`config.mk`:
```
export PLATFORM = sky130hd
export DESIGN_NAME = elf_segment_table_checker_top_flat
export DESIGN_NICKNAME = d
export VERILOG_FILES = /design/src/rtl/estc_pkg.sv /design/src/rtl/estc_entry_if.sv /design/src/rtl/estc_verdict_if.sv /design/src/rtl/estc_entry_check.sv /design/src/rtl/elf_segment_table_checker_top.sv /design/src/flat_wrapper.sv
export SDC_FILE = /design/constraint.sdc
export NUM_CORES = 2
export LEC_CHECK = 0
export BUFFER_PORTS_ARGS = -buffer_cell sky130_fd_sc_hd__clkbuf_2
export CAP_MARGIN = 20
export CELL_PAD_IN_SITES_DETAIL_PLACEMENT = 1
export CELL_PAD_IN_SITES_GLOBAL_PLACEMENT = 1
export CORE_AREA = 3 3 361 363
export CTS_BUF_LIST = sky130_fd_sc_hd__clkbuf_16
export CTS_CLUSTER_DIAMETER = 150
export CTS_CLUSTER_SIZE = 16
export DETAILED_ROUTE_END_ITERATION = 10
export DIE_AREA = 0 0 364 366
export PLACE_DENSITY = 0.93
export RECOVER_POWER = 50
export SLEW_MARGIN = 15
export SYNTH_ARGS = -nofsm -noshare
export SYNTH_HDL_FRONTEND = slang
export SYNTH_SLANG_ARGS = --single-unit
export TNS_END_PERCENT = 30
```
`constraint.sdc`:
```
create_clock -name clk -period 26.4 [get_ports clk]
set_input_delay 1.32 -clock clk [delete_from_list [all_inputs] [get_ports clk]]
set_output_delay 1.32 -clock clk [all_outputs]
set_load 0.02 [all_outputs]
```
`src/rtl/estc_pkg.sv`:
```
`timescale 1ns / 1ps
// ----------------------------------------------------------------------------
// ELF segment table checker: shared types and constants
// Request layouts for both channels, the per-entry check summary passed
// between the check logic and the top level, and the configuration codes.
// ----------------------------------------------------------------------------
package estc_pkg;

  // Configuration port geometry.
  localparam int unsigned CFG_IDX_W  = 2;
  localparam int unsigned CFG_DATA_W = 64;

  // Configuration register indexes.
  localparam logic [CFG_IDX_W-1:0] REG_FILE_LENGTH   = 2'd0;
  localparam logic [CFG_IDX_W-1:0] REG_ENTRY_ADDRESS = 2'd1;
  localparam logic [CFG_IDX_W-1:0] REG_MAX_SPAN      = 2'd2;

  // Segment kind that is loaded, and the permitted permission bits.
  localparam logic [31:0] LOAD_TYPE = 32'd1;
  localparam logic [31:0] FLAG_MASK = 32'h0000_0007;

  // Default span limit of 16 MiB, and the count ceiling.
  localparam logic [63:0] SPAN_RESET = 64'd16777216;
  localparam logic [15:0] COUNT_MAX  = 16'hFFFF;
  localparam logic [63:0] ADDR_ALL_ONES = 64'hFFFF_FFFF_FFFF_FFFF;

  // One program header entry.
  typedef struct packed {
    logic [31:0] segment_type;
    logic [31:0] segment_flags;
    logic [63:0] file_offset;
    logic [63:0] virtual_address;
    logic [63:0] file_bytes;
    logic [63:0] memory_bytes;
    logic [63:0] alignment;
    logic        last_entry;
  } estc_entry_t;

  // One table verdict.
  typedef struct packed {
    logic        table_ok;
    logic [63:0] lowest_address;
    logic [63:0] highest_end;
    logic [15:0] load_count;
  } estc_verdict_t;

  // Summary of the checks on one entry.
  typedef struct packed {
    logic        loadable;
    logic        pass;
    logic [63:0] virtual_address;
    logic [63:0] mem_end;
    logic        last_entry;
  } estc_check_t;

endpackage

```
`src/rtl/estc_entry_if.sv`:
```
`timescale 1ns / 1ps
// ----------------------------------------------------------------------------
// Entry channel
// Valid/ready channel carrying one program header entry per request.
// ----------------------------------------------------------------------------
interface estc_entry_if;
  logic                 valid;
  logic                 ready;
  estc_pkg::estc_entry_t data;

  modport source (output valid, output data, input ready);
  modport sink   (input valid, input data, output ready);
endinterface

```
`src/rtl/estc_verdict_if.sv`:
```
`timescale 1ns / 1ps
// ----------------------------------------------------------------------------
// Verdict channel
// Valid/ready channel carrying one table verdict per request.
// ----------------------------------------------------------------------------
interface estc_verdict_if;
  logic                   valid;
  logic                   ready;
  estc_pkg::estc_verdict_t data;

  modport source (output valid, output data, input ready);
  modport sink   (input valid, input data, output ready);
endinterface

```
`src/rtl/estc_entry_check.sv`:
```
`timescale 1ns / 1ps
// ----------------------------------------------------------------------------
// Per-entry header checks
// Runs every validity check on one registered entry in parallel and
// summarises the outcome, with the memory end of the segment.
// ----------------------------------------------------------------------------
module estc_entry_check (
  input  estc_pkg::estc_entry_t entry,
  input  logic [63:0]           file_length,
  output estc_pkg::estc_check_t chk
);

  logic [64:0] file_stop;
  logic [64:0] mem_end;
  logic [63:0] align_m1;
  logic [63:0] skew;
  logic        flags_bad;
  logic        size_bad;
  logic        file_bad;
  logic        mem_bad;
  logic        align_bad;
  logic        skew_bad;

  // Permission bits beyond read, write and execute.
  assign flags_bad = (entry.segment_flags & ~estc_pkg::FLAG_MASK) != 32'd0;

  // An empty segment, or more file data than memory.
  assign size_bad = (entry.memory_bytes == 64'd0) ||
                    (entry.file_bytes > entry.memory_bytes);

  // The file range must neither wrap nor run past the end of the file.
  assign file_stop = {1'b0, entry.file_offset} + {1'b0, entry.file_bytes};
  assign file_bad  = file_stop[64] || (file_stop[63:0] > file_length);

  // The memory range must not wrap.
  assign mem_end = {1'b0, entry.virtual_address} + {1'b0, entry.memory_bytes};
  assign mem_bad = mem_end[64];

  // Alignment is zero or a power of two.
  assign align_m1  = entry.alignment - 64'd1;
  assign align_bad = (entry.alignment != 64'd0) &&
                     ((entry.alignment & align_m1) != 64'd0);

  // Address and offset must agree modulo a real alignment.
  assign skew     = entry.virtual_address - entry.file_offset;
  assign skew_bad = (entry.alignment > 64'd1) && ((skew & align_m1) != 64'd0);

  always_comb begin
    chk.loadable        = entry.segment_type == estc_pkg::LOAD_TYPE;
    chk.pass            = !(flags_bad || size_bad || file_bad || mem_bad ||
                            align_bad || skew_bad);
    chk.virtual_address = entry.virtual_address;
    chk.mem_end         = mem_end[63:0];
    chk.last_entry      = entry.last_entry;
  end

endmodule

```
`src/rtl/elf_segment_table_checker_top.sv`:
```
`timescale 1ns / 1ps
// ----------------------------------------------------------------------------
// ELF segment table checker
// Validates a stream of ELF64 program header entries and reports one
// verdict per table.
// ----------------------------------------------------------------------------
// Usage:
//   in_seg carries one program header entry per request; the entry flagged
//   last_entry closes the table. out_verdict carries one request per table:
//   the pass/fail verdict, lowest address, highest end and loadable count.
//   Entries that are not the last produce no output request.
//   The cfg_ port writes file_length, entry_address and max_span; write it
//   only while no table is in flight.
// Timing:
//   An entry is taken every cycle while in_seg.ready is high. The pipeline
//   is input register, check register, tracker update with verdict
//   snapshot, then output register.
// Reset and stalls:
//   rst_n (synchronous, active low) empties the pipeline, clears the
//   trackers and restores the register defaults (span limit 16 MiB).
//   While out_verdict is stalled, the held verdict waits in the output
//   register and one more in the snapshot stage; entries that do not close
//   a table keep flowing, and in_seg.ready drops only once a further
//   last entry cannot move on.
// ----------------------------------------------------------------------------
module elf_segment_table_checker_top (
  input  logic                                clk,
  input  logic                                rst_n,
  estc_entry_if.sink                          in_seg,
  estc_verdict_if.source                      out_verdict,
  input  logic                                cfg_we,
  input  logic [estc_pkg::CFG_IDX_W-1:0]      cfg_index,
  input  logic [estc_pkg::CFG_DATA_W-1:0]     cfg_data
);

  // Configuration registers.
  logic [63:0] file_length_r;
  logic [63:0] entry_address_r;
  logic [63:0] max_span_r;

  // Input stage.
  logic                  a_valid_r;
  estc_pkg::estc_entry_t a_entry_r;

  // Check stage.
  logic                  b_valid_r;
  estc_pkg::estc_check_t b_chk_r;
  estc_pkg::estc_check_t chk;

  // Running table state.
  logic [63:0] low_r,    low_nxt,    low_upd;
  logic [63:0] high_r,   high_nxt,   high_upd;
  logic [15:0] count_r,  count_nxt,  count_upd;
  logic        failed_r, failed_nxt, failed_upd;

  // Verdict snapshot stage.
  logic        v_valid_r;
  logic [63:0] v_low_r;
  logic [63:0] v_high_r;
  logic [15:0] v_count_r;
  logic        v_failed_r;

  // Output stage.
  logic                    out_valid_r;
  estc_pkg::estc_verdict_t out_data_r;
  estc_pkg::estc_verdict_t verdict_nxt;

  // Handshake chain.
  logic out_load_ok;
  logic v_adv, v_free;
  logic b_adv, b_free;
  logic a_adv, a_free;
  logic in_take;
  logic close_table;
  logic good;
  logic [63:0] span;

  // Configuration writes.
  always_ff @(posedge clk) begin
    if (!rst_n) begin
      file_length_r   <= 64'd0;
      entry_address_r <= 64'd0;
      max_span_r      <= estc_pkg::SPAN_RESET;
    end else if (cfg_we) begin
      unique case (cfg_index)
        estc_pkg::REG_FILE_LENGTH:   file_length_r   <= cfg_data;
        estc_pkg::REG_ENTRY_ADDRESS: entry_address_r <= cfg_data;
        estc_pkg::REG_MAX_SPAN:      max_span_r      <= cfg_data;
        default: ;
      endcase
    end
  end

  // Each stage loads when it is empty or its content moves on. Entries that
  // do not close a table never need the verdict stages.
  assign out_load_ok = !out_valid_r || out_verdict.ready;
  assign v_adv       = v_valid_r && out_load_ok;
  assign v_free      = !v_valid_r || out_load_ok;
  assign b_adv       = b_valid_r && (!b_chk_r.last_entry || v_free);
  assign b_free      = !b_valid_r || b_adv;
  assign a_adv       = a_valid_r && b_free;
  assign a_free      = !a_valid_r || b_free;
  assign in_take     = in_seg.valid && a_free;
  assign in_seg.ready = a_free;
  assign close_table = b_adv && b_chk_r.last_entry;

  // Input register.
  always_ff @(posedge clk) begin
    if (!rst_n) begin
      a_valid_r <= 1'b0;
    end else if (a_free) begin
      a_valid_r <= in_seg.valid;
    end
  end

  always_ff @(posedge clk) begin
    if (in_take) begin
      a_entry_r <= in_seg.data;
    end
  end

  estc_entry_check u_check (
    .entry       (a_entry_r),
    .file_length (file_length_r),
    .chk         (chk)
  );

  // Check register.
  always_ff @(posedge clk) begin
    if (!rst_n) begin
      b_valid_r <= 1'b0;
    end else if (b_free) begin
      b_valid_r <= a_valid_r;
    end
  end

  always_ff @(posedge clk) begin
    if (a_adv) begin
      b_chk_r <= chk;
    end
  end

  // Fold a checked entry into the trackers; a failing loadable entry only
  // marks the table as failed.
  always_comb begin
    good       = b_adv && b_chk_r.loadable && b_chk_r.pass;
    low_upd    = (good && (b_chk_r.virtual_address < low_r)) ?
                 b_chk_r.virtual_address : low_r;
    high_upd   = (good && (b_chk_r.mem_end > high_r)) ? b_chk_r.mem_end : high_r;
    count_upd  = (good && (count_r != estc_pkg::COUNT_MAX)) ?
                 count_r + 16'd1 : count_r;
    failed_upd = failed_r || (b_adv && b_chk_r.loadable && !b_chk_r.pass);
    if (close_table) begin
      low_nxt    = estc_pkg::ADDR_ALL_ONES;
      high_nxt   = 64'd0;
      count_nxt  = 16'd0;
      failed_nxt = 1'b0;
    end else begin
      low_nxt    = low_upd;
      high_nxt   = high_upd;
      count_nxt  = count_upd;
      failed_nxt = failed_upd;
    end
  end

  always_ff @(posedge clk) begin
    if (!rst_n) begin
      low_r    <= estc_pkg::ADDR_ALL_ONES;
      high_r   <= 64'd0;
      count_r  <= 16'd0;
      failed_r <= 1'b0;
    end else begin
      low_r    <= low_nxt;
      high_r   <= high_nxt;
      count_r  <= count_nxt;
      failed_r <= failed_nxt;
    end
  end

  // Snapshot of the table as it stands after its last entry.
  always_ff @(posedge clk) begin
    if (!rst_n) begin
      v_valid_r <= 1'b0;
    end else if (v_free) begin
      v_valid_r <= close_table;
    end
  end

  always_ff @(posedge clk) begin
    if (close_table) begin
      v_low_r    <= low_upd;
      v_high_r   <= high_upd;
      v_count_r  <= count_upd;
      v_failed_r <= failed_upd;
    end
  end

  // Pass: no failure, a load, entry point in a non-empty span within limit.
  assign span = v_high_r - v_low_r;

  always_comb begin
    verdict_nxt.table_ok       = !v_failed_r && (v_count_r != 16'd0) &&
                                 (entry_address_r >= v_low_r) &&
                                 (entry_address_r < v_high_r) &&
                                 (v_high_r > v_low_r) && (span <= max_span_r);
    verdict_nxt.lowest_address = v_low_r;
    verdict_nxt.highest_end    = v_high_r;
    verdict_nxt.load_count     = v_count_r;
  end

  // Output register.
  always_ff @(posedge clk) begin
    if (!rst_n) begin
      out_valid_r <= 1'b0;
    end else if (out_load_ok) begin
      out_valid_r <= v_valid_r;
    end
  end

  always_ff @(posedge clk) begin
    if (v_adv) begin
      out_data_r <= verdict_nxt;
    end
  end

  assign out_verdict.valid = out_valid_r;
  assign out_verdict.data  = out_data_r;

  // A passing verdict always describes a non-empty span and a loadable entry.
  assert property (@(posedge clk) disable iff (!rst_n)
    out_valid_r && out_data_r.table_ok |->
      (out_data_r.lowest_address < out_data_r.highest_end) &&
      (out_data_r.load_count != 16'd0))
    else $error("passing verdict with an empty span or no loadable entry");

  // Closing a table leaves the trackers at their cleared values.
  assert property (@(posedge clk) disable iff (!rst_n)
    close_table |=> (count_r == 16'd0) && !failed_r && (high_r == 64'd0) &&
                    (low_r == estc_pkg::ADDR_ALL_ONES))
    else $error("table state not cleared after the last entry");

  // Failure stays set until the table closes.
  assert property (@(posedge clk) disable iff (!rst_n)
    failed_r && !close_table |=> failed_r)
    else $error("failure flag dropped inside a table");

  // The loadable count saturates rather than wrapping.
  assert property (@(posedge clk) disable iff (!rst_n)
    (count_r == estc_pkg::COUNT_MAX) && !close_table |=>
      count_r == estc_pkg::COUNT_MAX)
    else $error("loadable count wrapped");

  // A new verdict only follows a snapshot in the stage before.
  assert property (@(posedge clk) disable iff (!rst_n)
    $rose(out_valid_r) |-> $past(v_valid_r))
    else $error("verdict raised without a snapshot");

endmodule

```
`src/flat_wrapper.sv`:
```
// flat-port wrapper written by rule: the top's interface ports become plain ports
module elf_segment_table_checker_top_flat 
  (clk, rst_n, cfg_we, cfg_index, cfg_data, in_seg_valid, in_seg_data, in_seg_ready, out_verdict_valid, out_verdict_data, out_verdict_ready);
  estc_entry_if in_seg_i ();
  estc_verdict_if out_verdict_i ();
  input  logic clk;
  input  logic rst_n;
  input  logic cfg_we;
  input  logic [estc_pkg::CFG_IDX_W-1:0] cfg_index;
  input  logic [estc_pkg::CFG_DATA_W-1:0] cfg_data;
  input wire logic [$bits(in_seg_i.valid)-1:0] in_seg_valid;
  input wire logic [$bits(in_seg_i.data)-1:0] in_seg_data;
  output wire logic [$bits(in_seg_i.ready)-1:0] in_seg_ready;
  output wire logic [$bits(out_verdict_i.valid)-1:0] out_verdict_valid;
  output wire logic [$bits(out_verdict_i.data)-1:0] out_verdict_data;
  input wire logic [$bits(out_verdict_i.ready)-1:0] out_verdict_ready;
  assign in_seg_i.valid = in_seg_valid;
  assign in_seg_i.data = in_seg_data;
  assign in_seg_ready = in_seg_i.ready;
  assign out_verdict_valid = out_verdict_i.valid;
  assign out_verdict_data = out_verdict_i.data;
  assign out_verdict_i.ready = out_verdict_ready;
  elf_segment_table_checker_top u_core (.clk(clk), .rst_n(rst_n), .in_seg(in_seg_i), .out_verdict(out_verdict_i), .cfg_we(cfg_we), .cfg_index(cfg_index), .cfg_data(cfg_data));
endmodule
```
==> results.toml <==
[run_status]
outcome = "finished, violations left"
violations = "capacitance limit, slew limit"

[setup_path]
crit_buf_inv = 0
reg2reg_from = "u_core.a_entry_r[14]"
rrSetupSlack_ns = 18.58
cp.arrival_ns = 8.33
worstPathCellList = "or4_4 -> nor3_2 -> nor3b_2 -> and3_1 -> and2_1 -> nand3_2 -> nor4_2 -> nand2_1 -> or2_1 -> or4_4 -> ha_1 -> nor3b_1 -> o21ai_1 -> o2111ai_1 -> a31oi_1 -> o2111ai_1 -> or4_1 -> a2111oi_2 -> o2111ai_1 -> nor4_1 -> o2111ai_1 -> a211oi_2"
cp_slowest_cell = "or4_4"
rr_endpoint = "u_core.b_chk_r[129]"
cp_slowest_stage_delay_ns = 0.58
r2r_cells = 22
cpLargestDelayFamily = "simple AND/OR/NAND/NOR gates"
cp_max_fo = 8
end_kind = "flop"
worstPathRequired_ns = 26.91
criticalPathCategory = "flop to flop"
start_kind = "flop"
crit_path_frequent_cell = "o2111ai_1"

[timing]
worstMarginPinSlew_ns = 4.01
report.final.slew_viol_count = 497
finalCriticalPeriod_ns = 7.82
fin_setup_tns_ns = 0
hold_viol_final = 0
clock-skew-final_ns = 0.0541
clock.fmax_mhz = 128
slew-limit-headroom_pct = -168
rsz0062_at_grt = "no"
post-route-period-util_pct = 29.6
setup_viol_count_final = 0

[routing]
drt_first_iter_violations = 5632
via_per_inst = 6.47
postRouteWirelength_um = 263000
antenna_left = 0
num_vias = 55900
drt_pre_antenna_iters = 6
wl_per_cell_um = 30.5
drc = 0

[clock_tree]
numClockSinks = 1144
htreeDepth = 3
ctsResizeCount = 0
post_cts_buffers = 0
tritoncts = "done"
hold_buffers = 0
clock_path_buffers = 3
clk_pin_slew_worst_paths_ns = 0.08
clkLatencyLatePin_ns = 0.76
numCtsBuffers = 81
cts_root_buf = "clkbuf_16"

[global_route]
antenna_found_initial = 19
grt_max_degree = 176
grt_pass1_wl_um = 382000
grt_pass1_vias = 59100
grt.total_usage_pct = 38.5
grt-ovfl-total = 0

[pwr]
power.density_nw_per_um2 = 58.3
p_leak_nw = 30.5
ir_worst_vdd_uv = 59.0

[finish]
syn_to_final_growth_pct = 10.3
final_layout_size_suffix_gt1_share_pct = 10.4
utilization_pct = 57.2
nNetsFinal = 8140

[floorplan]
core-area_um2 = 127000
io_pins = 603
die_y_um = 366
dieArea_um2 = 133000
start_util_pct = 51.9
die_x_um = 364
rows = 131

[logic_synthesis]
synthTopCellsByArea = "edfxtp_1 (37%), ha_1 (15%), dfxtp_1 (10%)"
yosysWarningCount = 0
synth_top_area_share_pct = 36.5
syn_area_um2 = 66100
syn_nets = 7611
yosysTopAreaCell = "edfxtp_1"
ys_types = 101
synth_flop_cell = "edfxtp_1"
async_reset_ff_share_pct = 0
yosysSeqAreaShare_pct = 46.8
syn_avg_cell_area_um2 = 10.3
ys_seq_elements = 1144
synthCells = 6384
synth-edff-count = 803

[placement]
io_buffer_count = 599
gp_congestion = 1.03
place.detailed.hpwl_um = 204000

[min_path]
hp-class = "flop to flop"
hp-start = "u_core.v_count_r[12]"
hold_depth = 0
min_delay_worst_endpoint = "u_core.out_verdict.data[12]"

[job]
max-cap-violations = 9
==> stage by stage <==
step	area, µm²	hold WS [ns]	power, mW	setup WS (ns)	std cells
3_3_place_gp	70700	0.408	2.92	19.01	8489
5_1_grt	72900	0.470	4.38	18.49	8634
4_1_cts	73100	0.452	4.22	18.75	8629
2_1_floorplan	66100	0.400	2.64	15.18	6384
3_5_place_dp	70700	0.426	2.98	18.85	8489
6_report	72900	0.452	4.25	18.58	8635
==> worst max-delay path by stage <==
stage	from	depth (start not counted)	slack [ns]	end
CTS	u_core.a_entry_r[14]	22	18.75	u_core.b_chk_r[129]
global placement	u_core.a_entry_r[14]	22	19.01	u_core.b_chk_r[129]
finish	u_core.a_entry_r[14]	22	18.58	u_core.b_chk_r[129]
floorplan	out_verdict_ready	5	15.18	u_core.a_entry_r[0]
detailed placement	u_core.a_entry_r[14]	22	18.85	u_core.b_chk_r[129]
global route	u_core.a_entry_r[14]	22	18.49	u_core.b_chk_r[129]
==> placed cells by master, fill, tap and decap left out, drive strengths merged, types with 33 or more instances in the layout <==
| cell type | instances |
|---|---|
| a211oi | 46 |
| a21boi | 199 |
| a21o | 244 |
| a21oi | 425 |
| a31oi | 43 |
| and2 | 98 |
| clkbuf | 686 |
| dfxtp | 341 |
| edfxtp | 803 |
| ha | 767 |
| inv | 635 |
| mux2 | 133 |
| nand2 | 652 |
| nand2b | 133 |
| nand3 | 86 |
| nand4 | 180 |
| nor2 | 268 |
| nor2b | 78 |
| nor3 | 98 |
| nor4 | 82 |
| o21a | 57 |
| o21ai | 261 |
| o21bai | 33 |
| or3 | 42 |
| xnor2 | 132 |
| xor2 | 84 |
==> cell usage after synthesis, types with 133 or more instances <==
cell      count
a21oi_1     415
ha_1        767
nand2_1     652
a21boi_0    198
nand4_1     180
a21o_1      244
nand2b_1    133
inv_1       581
dfxtp_1     341
o21ai_0     226
edfxtp_1    803
nor2_1      268
==> sequential cells by signal (all words and copies together), names as in the netlist, 16 cells and up <==
name and flops:
u_core.b_chk_r 131, u_core.out_verdict.data 145, u_core.entry_address_r 64, u_core.v_count_r 16, u_core.a_entry_r 382, u_core.high_r 64, u_core.low_r 64, u_core.count_r 16
u_core.v_high_r 64, u_core.max_span_r 64, u_core.v_low_r 64, u_core.file_length_r 64
==> kinds of logic after synthesis <==
logic type	Yosys count	synth area share [%]
AND/OR/NAND/NOR	1849	14.0
flip-flops	1144	46.8
AO/OA/AOI/OAI	1493	14.7
multiplexers	143	2.42
buffers and inverters	768	4.48
adder cells (fa/ha/maj)	771	14.6
XOR/XNOR	216	2.86
==> layout make-up <==
cell class	count	area (µm²)
tap	1662	2080
multi-input combinational	4472	32200
fill	13800	54500
clock buffer	82	2050
sequential	1144	30900
timing repair buffer	630	3020
inverter	584	2190
clock inverter	58	367
antenna	3	7.51
==> per-layer routing <==
layer | part of all wire (%) | routed length, µm | track usage [%]
met1 | 38 | 99000 | 47.0
met2 | 46 | 121000 | 62.3
met3 | 8.1 | 21200 | 6.25
met4 | 8.4 | 22100 | 26.7
met5 | 0.025 | 67 | 0
==> where the power goes <==
group	switching (mW)	leakage [nW]	internal [mW]
clock network	0.688	1.35	0.572
registers	0.0975	10.5	2.00
logic	0.565	18.7	0.323
total	1.35	30.5	2.90
Power figures use the tool's default switching activity.
